--- config.mk ---
export PLATFORM = sky130hd
export DESIGN_NAME = blind_cover_position_tracker_core
export DESIGN_NICKNAME = d
export VERILOG_FILES = /design/src/design/bcpt_pkg.sv /design/src/design/blind_cover_position_tracker_core.sv
export SDC_FILE = /design/constraint.sdc
export NUM_CORES = 2
export LEC_CHECK = 0
export BUFFER_PORTS_ARGS = -buffer_cell sky130_fd_sc_hd__buf_2
export CORE_ASPECT_RATIO = 1.1
export CORE_MARGIN = 2
export CORE_UTILIZATION = 65
export CTS_BUF_LIST = sky130_fd_sc_hd__clkbuf_16
export DETAILED_ROUTE_END_ITERATION = 10
export GPL_TIMING_DRIVEN = 0
export PLACE_DENSITY_LB_ADDON = 0.25
export SLEW_MARGIN = 0
export SYNTH_ARGS = -nofsm -noshare
export SYNTH_HDL_FRONTEND = slang
export SYNTH_SLANG_ARGS = --single-unit
--- constraint.sdc ---
create_clock -name clk -period 10.14 [get_ports clk]
set_input_delay 0.507 -clock clk [delete_from_list [all_inputs] [get_ports clk]]
set_output_delay 0.507 -clock clk [all_outputs]
set_load 0.02 [all_outputs]
--- src/design/bcpt_pkg.sv ---
`timescale 1ns / 1ps

package bcpt_pkg;

  // Blind modes
  typedef enum logic [1:0] {
    MODE_IDLE     = 2'd0,
    MODE_OPENING  = 2'd1,
    MODE_CLOSING  = 2'd2,
    MODE_STOPPING = 2'd3
  } mode_t;

  // Sequencer states
  typedef enum logic [2:0] {
    ST_IDLE,
    ST_MUL,
    ST_POS_LOAD,
    ST_DIV,
    ST_TILT_LOAD,
    ST_APPLY
  } state_t;

  // Event kinds
  localparam logic [1:0] OP_STATUS = 2'd0;
  localparam logic [1:0] OP_USER   = 2'd1;
  localparam logic [1:0] OP_TICK   = 2'd2;
  localparam logic [1:0] OP_NONE   = 2'd3;

  // Radio status codes
  localparam logic [3:0] ST_TOP         = 4'd0;
  localparam logic [3:0] ST_BOTTOM      = 4'd1;
  localparam logic [3:0] ST_TOP_TILT    = 4'd2;
  localparam logic [3:0] ST_BOTTOM_TILT = 4'd3;
  localparam logic [3:0] ST_TILT        = 4'd4;
  localparam logic [3:0] ST_MOVING_UP   = 4'd5;
  localparam logic [3:0] ST_START_UP    = 4'd6;
  localparam logic [3:0] ST_MOVING_DOWN = 4'd7;
  localparam logic [3:0] ST_START_DOWN  = 4'd8;
  localparam logic [3:0] ST_STOP_FIRST  = 4'd9;
  localparam logic [3:0] ST_STOP_LAST   = 4'd13;

  // User command codes
  localparam logic [3:0] CMD_UP   = 4'd0;
  localparam logic [3:0] CMD_DOWN = 4'd1;
  localparam logic [3:0] CMD_STOP = 4'd2;
  localparam logic [3:0] CMD_TILT = 4'd3;

  // Register indexes
  localparam logic [2:0] REG_OPEN_TRAVEL  = 3'd0;
  localparam logic [2:0] REG_CLOSE_TRAVEL = 3'd1;
  localparam logic [2:0] REG_TILT_SWEEP   = 3'd2;
  localparam logic [2:0] REG_MOVE_TIMEOUT = 3'd3;
  localparam logic [2:0] REG_STOP_COOL    = 3'd4;

  localparam logic [15:0] Q_ONE = 16'hFFFF;

  // Apply a saturated quotient to a base value in the direction of travel
  function automatic logic [15:0] sat_move(input logic [15:0] base, input logic [15:0] q,
                                           input logic sat, input logic up);
    logic [15:0] res;
    if (up) begin
      if (sat || q >= (Q_ONE - base)) res = Q_ONE;
      else res = base + q;
    end else begin
      if (sat || q >= base) res = 16'd0;
      else res = base - q;
    end
    return res;
  endfunction

endpackage

--- src/design/blind_cover_position_tracker_core.sv ---
`timescale 1ns / 1ps

// Blind cover position tracker.
// Input channel (in_valid / in_stall) carries one event: opcode, event_code
// and now_ms. Each event yields exactly one result on the output channel
// (out_valid / out_stall): mode, position_now, tilt_now and the two tracking
// flags. Configuration is written through cfg_valid / cfg_ready with a
// register index and data; cfg_ready is always high.
// The shared restoring divider runs 16 steps for the position and 16 steps
// for the tilt, each only when that division is needed, besides a multiply
// step, two load steps and an apply step.
// One event is processed at a time; in_stall is high until its result enters
// the output register, so no new event is taken before then.
// The result sits in an output register; a new event may be taken while it
// waits, but the next result is held back until the previous one transfers.
// A stalled result holds its value.
// Reset puts the blind idle at position 0, tilt 0, and loads the register
// defaults (timeout 120000 ms, cooldown 3000 ms, other registers 0).
module blind_cover_position_tracker_core
  import bcpt_pkg::*;
(
  input  logic        clk,
  input  logic        rst,
  input  logic        in_valid,
  output logic        in_stall,
  input  logic [1:0]  opcode,
  input  logic [3:0]  event_code,
  input  logic [31:0] now_ms,
  output logic        out_valid,
  input  logic        out_stall,
  output logic [1:0]  mode,
  output logic [15:0] position_now,
  output logic [15:0] tilt_now,
  output logic        position_tracked,
  output logic        tilt_tracked,
  input  logic        cfg_valid,
  output logic        cfg_ready,
  input  logic [2:0]  cfg_index,
  input  logic [19:0] cfg_data
);

  state_t state, state_next;

  logic [19:0] open_travel_ms, close_travel_ms, move_timeout_ms;
  logic [15:0] tilt_sweep_ms, stop_cooldown_ms;

  mode_t       mode_reg;
  logic [15:0] base_position, base_tilt;
  logic [31:0] mark_time;

  logic [1:0]  op_q;
  logic [3:0]  code_q;
  logic [31:0] now_q, elapsed;
  logic [47:0] scaled;
  logic [31:0] dead;
  logic [47:0] rem, dsh;
  logic [15:0] quo;
  logic        sat, div_tilt;
  logic [3:0]  cnt;
  logic [15:0] p_res, t_res;

  logic        moving, opening, pos_go, tilt_go;
  logic [19:0] dur, net;
  logic [15:0] head;
  logic [47:0] pos_num;
  logic [47:0] load_num, load_den;
  logic        div_ge, div_done;
  logic [15:0] div_res;
  logic        out_free;

  mode_t       nm;
  logic [15:0] np, nt;
  logic        chg;
  logic        rt, up_s, down_s, stop_s, up_c;

  assign cfg_ready = 1'b1;
  assign in_stall  = (state != ST_IDLE);
  assign out_free  = !out_valid || !out_stall;

  // Per-direction operands
  assign moving  = (mode_reg == MODE_OPENING) || (mode_reg == MODE_CLOSING);
  assign opening = (mode_reg == MODE_OPENING);
  assign dur     = opening ? open_travel_ms : close_travel_ms;
  assign net     = (dur > {4'd0, tilt_sweep_ms}) ? dur - {4'd0, tilt_sweep_ms} : 20'd1;
  assign head    = opening ? (Q_ONE - base_tilt) : base_tilt;
  assign pos_num = scaled - {16'd0, dead};
  assign pos_go  = moving && (dur != 20'd0) && (scaled >= {16'd0, dead});
  assign tilt_go = moving && (tilt_sweep_ms != 16'd0);

  // Divider operands for the current load step
  always_comb begin
    if (state == ST_TILT_LOAD) begin
      load_num = scaled;
      load_den = {32'd0, tilt_sweep_ms};
    end else begin
      load_num = pos_num;
      load_den = {28'd0, net};
    end
  end

  assign div_ge   = (rem >= dsh);
  assign div_done = (cnt == 4'd15);
  assign div_res  = sat_move(div_tilt ? base_tilt : base_position,
                             {quo[14:0], div_ge}, sat, opening);

  // Mode transitions
  always_comb begin
    rt     = (code_q == ST_TOP_TILT) || (code_q == ST_BOTTOM_TILT) || (code_q == ST_TILT);
    up_s   = (code_q == ST_MOVING_UP) || (code_q == ST_START_UP);
    down_s = (code_q == ST_MOVING_DOWN) || (code_q == ST_START_DOWN);
    stop_s = (code_q >= ST_STOP_FIRST) && (code_q <= ST_STOP_LAST);
    up_c   = (code_q == CMD_UP) || (code_q == CMD_TILT);
    nm  = mode_reg;
    np  = p_res;
    nt  = t_res;
    chg = 1'b0;
    if (op_q == OP_STATUS) begin
      if (mode_reg == MODE_STOPPING) begin
        if (code_q == ST_TOP) begin
          nm = MODE_IDLE; np = Q_ONE; nt = rt ? Q_ONE : 16'd0; chg = 1'b1;
        end else if (code_q == ST_BOTTOM) begin
          nm = MODE_IDLE; np = 16'd0; nt = rt ? Q_ONE : 16'd0; chg = 1'b1;
        end
      end else if (code_q == ST_TOP || code_q == ST_TOP_TILT) begin
        nm = MODE_IDLE; np = Q_ONE; nt = rt ? Q_ONE : 16'd0; chg = 1'b1;
      end else if (code_q == ST_BOTTOM || code_q == ST_BOTTOM_TILT) begin
        nm = MODE_IDLE; np = 16'd0; nt = rt ? Q_ONE : 16'd0; chg = 1'b1;
      end else if (mode_reg == MODE_IDLE) begin
        if (code_q == ST_TILT) begin
          nt = Q_ONE; chg = 1'b1;
        end else if (up_s) begin
          nm = MODE_OPENING; chg = 1'b1;
        end else if (down_s) begin
          nm = MODE_CLOSING; chg = 1'b1;
        end
      end else begin
        if (code_q == ST_TILT) begin
          nm = MODE_STOPPING; nt = Q_ONE; chg = 1'b1;
        end else if (stop_s) begin
          nm = MODE_STOPPING; chg = 1'b1;
        end else if (opening && down_s) begin
          nm = MODE_CLOSING; chg = 1'b1;
        end else if (!opening && up_s) begin
          nm = MODE_OPENING; chg = 1'b1;
        end
      end
    end else if (op_q == OP_USER) begin
      if (moving) begin
        if (code_q == CMD_STOP) begin
          nm = MODE_STOPPING; chg = 1'b1;
        end else if (opening && code_q == CMD_DOWN) begin
          nm = MODE_CLOSING; chg = 1'b1;
        end else if (!opening && up_c) begin
          nm = MODE_OPENING; chg = 1'b1;
        end
      end else begin
        if (up_c) begin
          nm = MODE_OPENING; chg = 1'b1;
        end else if (code_q == CMD_DOWN) begin
          nm = MODE_CLOSING; chg = 1'b1;
        end
      end
    end else if (op_q == OP_TICK) begin
      if (moving) begin
        if (elapsed >= {12'd0, move_timeout_ms}) begin
          nm = MODE_IDLE; chg = 1'b1;
        end
      end else if (mode_reg == MODE_STOPPING) begin
        if (elapsed >= {16'd0, stop_cooldown_ms}) begin
          nm = MODE_IDLE; np = base_position; nt = base_tilt; chg = 1'b1;
        end
      end
    end
  end

  // State register
  always_ff @(posedge clk) begin
    if (rst) state <= ST_IDLE;
    else state <= state_next;
  end

  // Next state
  always_comb begin
    state_next = state;
    unique case (state)
      ST_IDLE:      if (in_valid) state_next = ST_MUL;
      ST_MUL:       state_next = ST_POS_LOAD;
      ST_POS_LOAD:  state_next = pos_go ? ST_DIV : ST_TILT_LOAD;
      ST_DIV: begin
        if (div_done) state_next = div_tilt ? ST_APPLY : ST_TILT_LOAD;
      end
      ST_TILT_LOAD: state_next = tilt_go ? ST_DIV : ST_APPLY;
      ST_APPLY:     if (out_free) state_next = ST_IDLE;
      default:      state_next = ST_IDLE;
    endcase
  end

  // Configuration registers
  always_ff @(posedge clk) begin
    if (rst) begin
      open_travel_ms   <= 20'd0;
      close_travel_ms  <= 20'd0;
      tilt_sweep_ms    <= 16'd0;
      move_timeout_ms  <= 20'd120000;
      stop_cooldown_ms <= 16'd3000;
    end else if (cfg_valid && cfg_ready) begin
      unique case (cfg_index)
        REG_OPEN_TRAVEL:  open_travel_ms   <= cfg_data;
        REG_CLOSE_TRAVEL: close_travel_ms  <= cfg_data;
        REG_TILT_SWEEP:   tilt_sweep_ms    <= cfg_data[15:0];
        REG_MOVE_TIMEOUT: move_timeout_ms  <= cfg_data;
        REG_STOP_COOL:    stop_cooldown_ms <= cfg_data[15:0];
        default: ;
      endcase
    end
  end

  // Tracker state and output register
  always_ff @(posedge clk) begin
    if (rst) begin
      mode_reg      <= MODE_IDLE;
      base_position <= 16'd0;
      base_tilt     <= 16'd0;
      mark_time     <= 32'd0;
      out_valid     <= 1'b0;
    end else begin
      if (state == ST_APPLY && out_free) begin
        out_valid <= 1'b1;
        mode      <= nm;
        if (chg) begin
          mode_reg      <= nm;
          base_position <= np;
          base_tilt     <= nt;
          mark_time     <= now_q;
          position_now  <= np;
          if ((nm == MODE_OPENING || nm == MODE_CLOSING) && tilt_sweep_ms == 16'd0)
            tilt_now <= (nm == MODE_OPENING) ? Q_ONE : 16'd0;
          else
            tilt_now <= nt;
        end else begin
          position_now <= p_res;
          tilt_now     <= t_res;
        end
        position_tracked <= (open_travel_ms != 20'd0) && (close_travel_ms != 20'd0);
        tilt_tracked     <= (tilt_sweep_ms != 16'd0);
      end else if (out_valid && !out_stall) begin
        out_valid <= 1'b0;
      end
    end
  end

  // Datapath: capture, multiply, shared divider
  always_ff @(posedge clk) begin
    unique case (state)
      ST_IDLE: begin
        op_q    <= opcode;
        code_q  <= event_code;
        now_q   <= now_ms;
        elapsed <= now_ms - mark_time;
      end
      ST_MUL: begin
        scaled <= {elapsed, 16'd0} - {16'd0, elapsed};
        dead   <= head * tilt_sweep_ms;
      end
      ST_POS_LOAD: begin
        p_res    <= base_position;
        div_tilt <= 1'b0;
        rem      <= load_num;
        dsh      <= load_den << 15;
        sat      <= (load_num >= (load_den << 16));
        quo      <= 16'd0;
        cnt      <= 4'd0;
      end
      ST_TILT_LOAD: begin
        if (!moving) t_res <= base_tilt;
        else t_res <= opening ? Q_ONE : 16'd0;
        div_tilt <= 1'b1;
        rem      <= load_num;
        dsh      <= load_den << 15;
        sat      <= (load_num >= (load_den << 16));
        quo      <= 16'd0;
        cnt      <= 4'd0;
      end
      ST_DIV: begin
        if (div_ge) rem <= rem - dsh;
        dsh <= dsh >> 1;
        quo <= {quo[14:0], div_ge};
        cnt <= cnt + 4'd1;
        if (div_done) begin
          if (div_tilt) t_res <= div_res;
          else p_res <= div_res;
        end
      end
      ST_APPLY: ;
      default: ;
    endcase
  end

endmodule
# After elaboration in Yosys (flattened, before gate mapping)
# Index checks and enable logic that the tools add are counted.
word_totals:
  wordCells: 249
  ff_bits: 497
  output_inout_bits: 39
  in_bits: 66
op_classes:
  bitwise: 1
  add_sub_neg: 10
  n_mul: 1
  n_lt_le_gt_ge: 10
  reduce_logical: 55
  n_eq_ne: 31
  mux: 111
ops:
  columns: ["cell", "count"]
  rows:
  - ["$mux 16", 39]
  - ["$pmux 48 s2", 2]
  - ["$mux 48", 2]
  - ["$sub 48x32->48", 2]
  - ["$pmux 16 s2", 2]
  - ["$mux 20", 3]
  - ["$reduce_bool 20->1", 3]
  - ["$mux 2", 26]
  - ["$ge 48x32->1", 1]
  - ["$ge 48x36->1", 1]
  - ["$ge 48x48->1", 1]
  - ["$sub 48x48->48", 1]
  - ["$ge 16x16->1", 2]
  - ["$ge 32x16->1", 1]
  - ["$ge 32x20->1", 1]
  - ["$mul 16x16->32", 1]
  - ["$sub 16x16->16 const A", 2]
  - ["$sub 32x32->32", 1]
  - ["$pmux 15 s2", 1]
  - ["$mux 1", 28]
  - ["$gt 20x16->1", 1]
  - ["$sub 20x16->20", 1]
  - ["$pmux 3 s6", 1]
  - ["$add 16x16->16", 1]
  - ["other kinds (31)", 95]

# Longest topological paths before layout
logic_depth:
  depth_word: 17
  depth_mapped: 33
  ltp_nobuf: 27

# Worst setup path before layout
# OpenSTA, ideal clock, no wires.
synth_path:
  path_type: "register to register"
  start: "register mode_reg[1]"
  end: "register dead[30], data pin"
  t_required_ns: 9.882
  setup_time_ns: 0.258
  n_path_buf: 6
  arrival_ns: 8.483
  path_stages_with_launch: 33
  slack_ns: 1.399
  period_less_slack_ns: 8.741
  cell_sequence: "dfxtp_1 > inv_1 > ha_1 > clkbuf_1 > buf_1 > clkbuf_1 > clkbuf_1 > buf_2 > xor2_1 > clkbuf_1 > nand2_1 > fa_1 > inv_1 > fa_1 > inv_1 > fa_1 > inv_1 > fa_1 > fa_1 > inv_1 > fa_1 > inv_1 > ha_1 > a21o_1 > a21o_1 > a221oi_1 > nand2_1 > o221ai_1 > o21ai_0 > o311a_1 > a211o_1 > a21oi_1 > xnor2_1"
synth_via:
  elab_chain_len: 3
synth_lines:
  columns: ["item", "line_no", "text"]
  rows:
  - ["start, declared", "blind_cover_position_tracker_core.sv:47", "mode_t mode_reg;"]
  - ["start signal, assigned", "blind_cover_position_tracker_core.sv:231", "mode_reg <= nm;"]
  - ["$eq 2x1->1", "blind_cover_position_tracker_core.sv:82", "assign opening = (mode_reg == MODE_OPENING);"]
  - ["$mux 16", "blind_cover_position_tracker_core.sv:85", "assign head = opening ? (Q_ONE - base_tilt) : base_tilt;"]
  - ["$mul 16x16->32", "blind_cover_position_tracker_core.sv:263", "dead <= head * tilt_sweep_ms;"]
  - ["end signal, assigned", "blind_cover_position_tracker_core.sv:263", null]
  - ["end, declared", "blind_cover_position_tracker_core.sv:55", "logic [31:0] dead;"]
# No other way between the ends.
# A chain may end at the register's enable or synchronous reset.

# Final worst setup path
# Ends and elaborated chain as after synthesis.

==> metrics.txt <==
outcome=completed; Root Buffer=clkbuf_16; commonest non-fill, non-tap cell in the layout=nand2_1; CORE AREA=between 50000 and 60000 µm²; type of origin of the critical path=register; crit path DAT=about 10 ns; Avg Cell Area, Syn=~9.0 µm²; period utilization=between 90% and 100%; Skew-Pair Late Insertion Delay=between 0.6 and 0.7 ns; largest net degree at the start of global routing=37; hold_ws=roughly 0.053 ns; leak pwr=between 15 and 20 nW; Post-Syn Nets=slightly below 5000; PortBufs=102; Num Clock Sinks=about 480; min cycle time layout=9.94 ns; Critical Path RT=between 10 and 15 ns; VDD IR max=around 0.00019 V; hold_buf cts=0; via count=between 30000 and 40000; metal3 WL=11000 µm; GRT Util Overall=~38%; Worst-Margin Slew=1.32 ns; Final Non-Filler Cells=between 5000 and 6000; Clock Skews=around 0.053 ns; ys async rst share=0%; delay-heaviest family, CP=adder cells; CTS tree=done; Cell variety after synth=slightly below 100; post-synthesis sequential area ratio=roughly a third; DRT met1 WL=~46000 µm; met2 WL=~53000 µm; Antenna Nets Post-Route=0; most frequent cells in the layout=nand2_1 (593), inv_1 (472), a21oi_1 (407); CP peak stage delay=roughly 0.84 ns; Crit. End Element=register; Layout area overhead=9.57%; io pins=approximately 110; Main synth FF type=edfxtp_1; Buf+Inv Stages, Crit Path=8; vias in the first global route=around 32000; power per cell area=approximately 210 nW/µm²; Fin. Hold Viols=0; yosys warns=0; slowest stage cell, crit path=xor2_1; Initial DRT Pass Iterations=7; DR vias/cell=between 6 and 7; critical path peak fanout=17; cell mode on critical path=fa_1; biggest regs=rem (48), scaled (48), dsh (35); Mapped Cells=about 4300; Final GP Congestion=slightly above 1; Hold Crit Class=in -> reg; share of cells above drive strength 1=between 7 and 8%; MaxCap Viol Count=0; CTS Buf Count=52; Routed Wire Length=about 120000 µm; DIE AREA=between 60000 and 70000 µm²; first-pass GRT wire length=about 180000 µm; maximum clock rate=around 100 MHz; placed cell count=roughly 5200; Die Wd=~240 µm; DRT iter0 DRCs=around 3200; Clock transition at path regs=roughly 0.07 ns; clk buf depth=3; DR WL/cell=22.0 µm; nets@finish=between 5000 and 6000; grt total ovfl=0; Slew Limit Fails=0; row count=between 90 and 100; Die Y-Extent=about 260 µm; Synth Cell Area=39100 µm²; DRC violations left=0; DR top layer=met5; Initial Utilization=between 60% and 70%; Post-synth EDFFs=between 300 and 400; Yosys reg bits=roughly 480; Post-CTS Setup Bufs=0; Final HPWL DP=roughly 91000 µm; max_slew headroom=11.2%; setup TNS=0 ns; H-Tree Depth=2; antenna violations before repair=3; Setup Viol. Count Final=0; WS Path Type=reg -> reg
==> power by group <==
part	internal, mW	leakage, nW	total [mW]	switching [mW]
sequential	2.70	4.36	2.99	0.289
combinational	1.57	12.8	4.06	2.50
clock	1.19	0.911	2.05	0.860
==> through the flow <==
| stage | utilization (%) | power [mW] | area [µm²] | setup WS (ns) |
|---|---|---|---|---|
| final | 71.9 | 9.11 | 42800 | 0.196 |
| after global routing | 71.8 | 9.58 | 42800 | -0.000483 |
| after CTS | 71.8 | 8.99 | 42800 | 0.284 |
| after detailed placement | 68.5 | 6.93 | 40900 | -1.65 |
| after global placement | 68.0 | 6.84 | 40600 | -1.64 |
| after floorplan | - | 5.81 | 39100 | 1.40 |
==> what timing repair did <==
item                                    in CTS  in global routing
cloned                                       0                  0
resized for setup                           24                  4
endpoints found under the setup margin      17                  4
==> cell type report <==
cell class / instances / area [µm²]
buffer: 200 / 915
sequential: 484 / 12900
inverter: 470 / 1760
timing repair buffer: 121 / 749
clock buffer: 53 / 1330
antenna: 3 / 7.51
multi-input combinational: 3187 / 23700
clock inverter: 44 / 524
fill: 4665 / 16800
tap: 768 / 961
==> cell families (layout without fill, tap and decap cells) <==
kind of cell	Yosys count	count (layout)	share of synthesized area [%]
flops	484	484	33.0
mux	61	61	1.69
fa+ha+maj	531	531	20.8
simple gates	1394	1394	16.7
xor+xnor	229	229	5.13
compound gates	971	971	15.8
other cells	1	4	0.00959
buf+inv	672	888	6.83
==> layer usage <==
layer	track usage [%]	up-vias
li1	-	15300
met1	48.8	15900
met2	60.4	1795
met3	6.85	389
met4	19.7	2
met5	0	-
==> worst paths after layout <==
kind	start	endpoint	slack (ns)	cells past startpoint
min reg2reg	mark_time[18]	mark_time[18]	0.45	2
max reg2reg	mode_reg[1]	dead[30]	0.20	29
min	event_code[1]	code_q[1]	0.05	1
max	mode_reg[1]	dead[30]	0.20	29
==> cells in the mapped netlist, types with 41 or more instances <==
cell type,count,area [µm²]
a21o_1,86,646
dfxtp_1,162,3240
nor3_1,67,335
and2_1,127,795
o21a_1,41,308
nand2b_1,55,344
a21oi_1,407,2040
xor2_1,73,639
xnor2_1,156,1370
edfxtp_1,322,9670
nand2_1,594,2230
ha_1,331,4140
mux2_2,41,462
inv_1,469,1760
fa_1,200,4000
nand4_1,41,257
clkbuf_1,172,646
nand3_1,46,230
o21ai_0,132,661
nor2_1,273,1020
==> worst register-to-register path: cells and delay by family, from the launching register on <==
family	cells	cell delay, ns
fa+ha+maj	8	3.60
simple gates	3	0.38
compound gates	8	2.16
buf+inv	8	2.15
flops	1	0.36
xor+xnor	2	1.03
No activity file was read; power rests on OpenSTA's default activity.
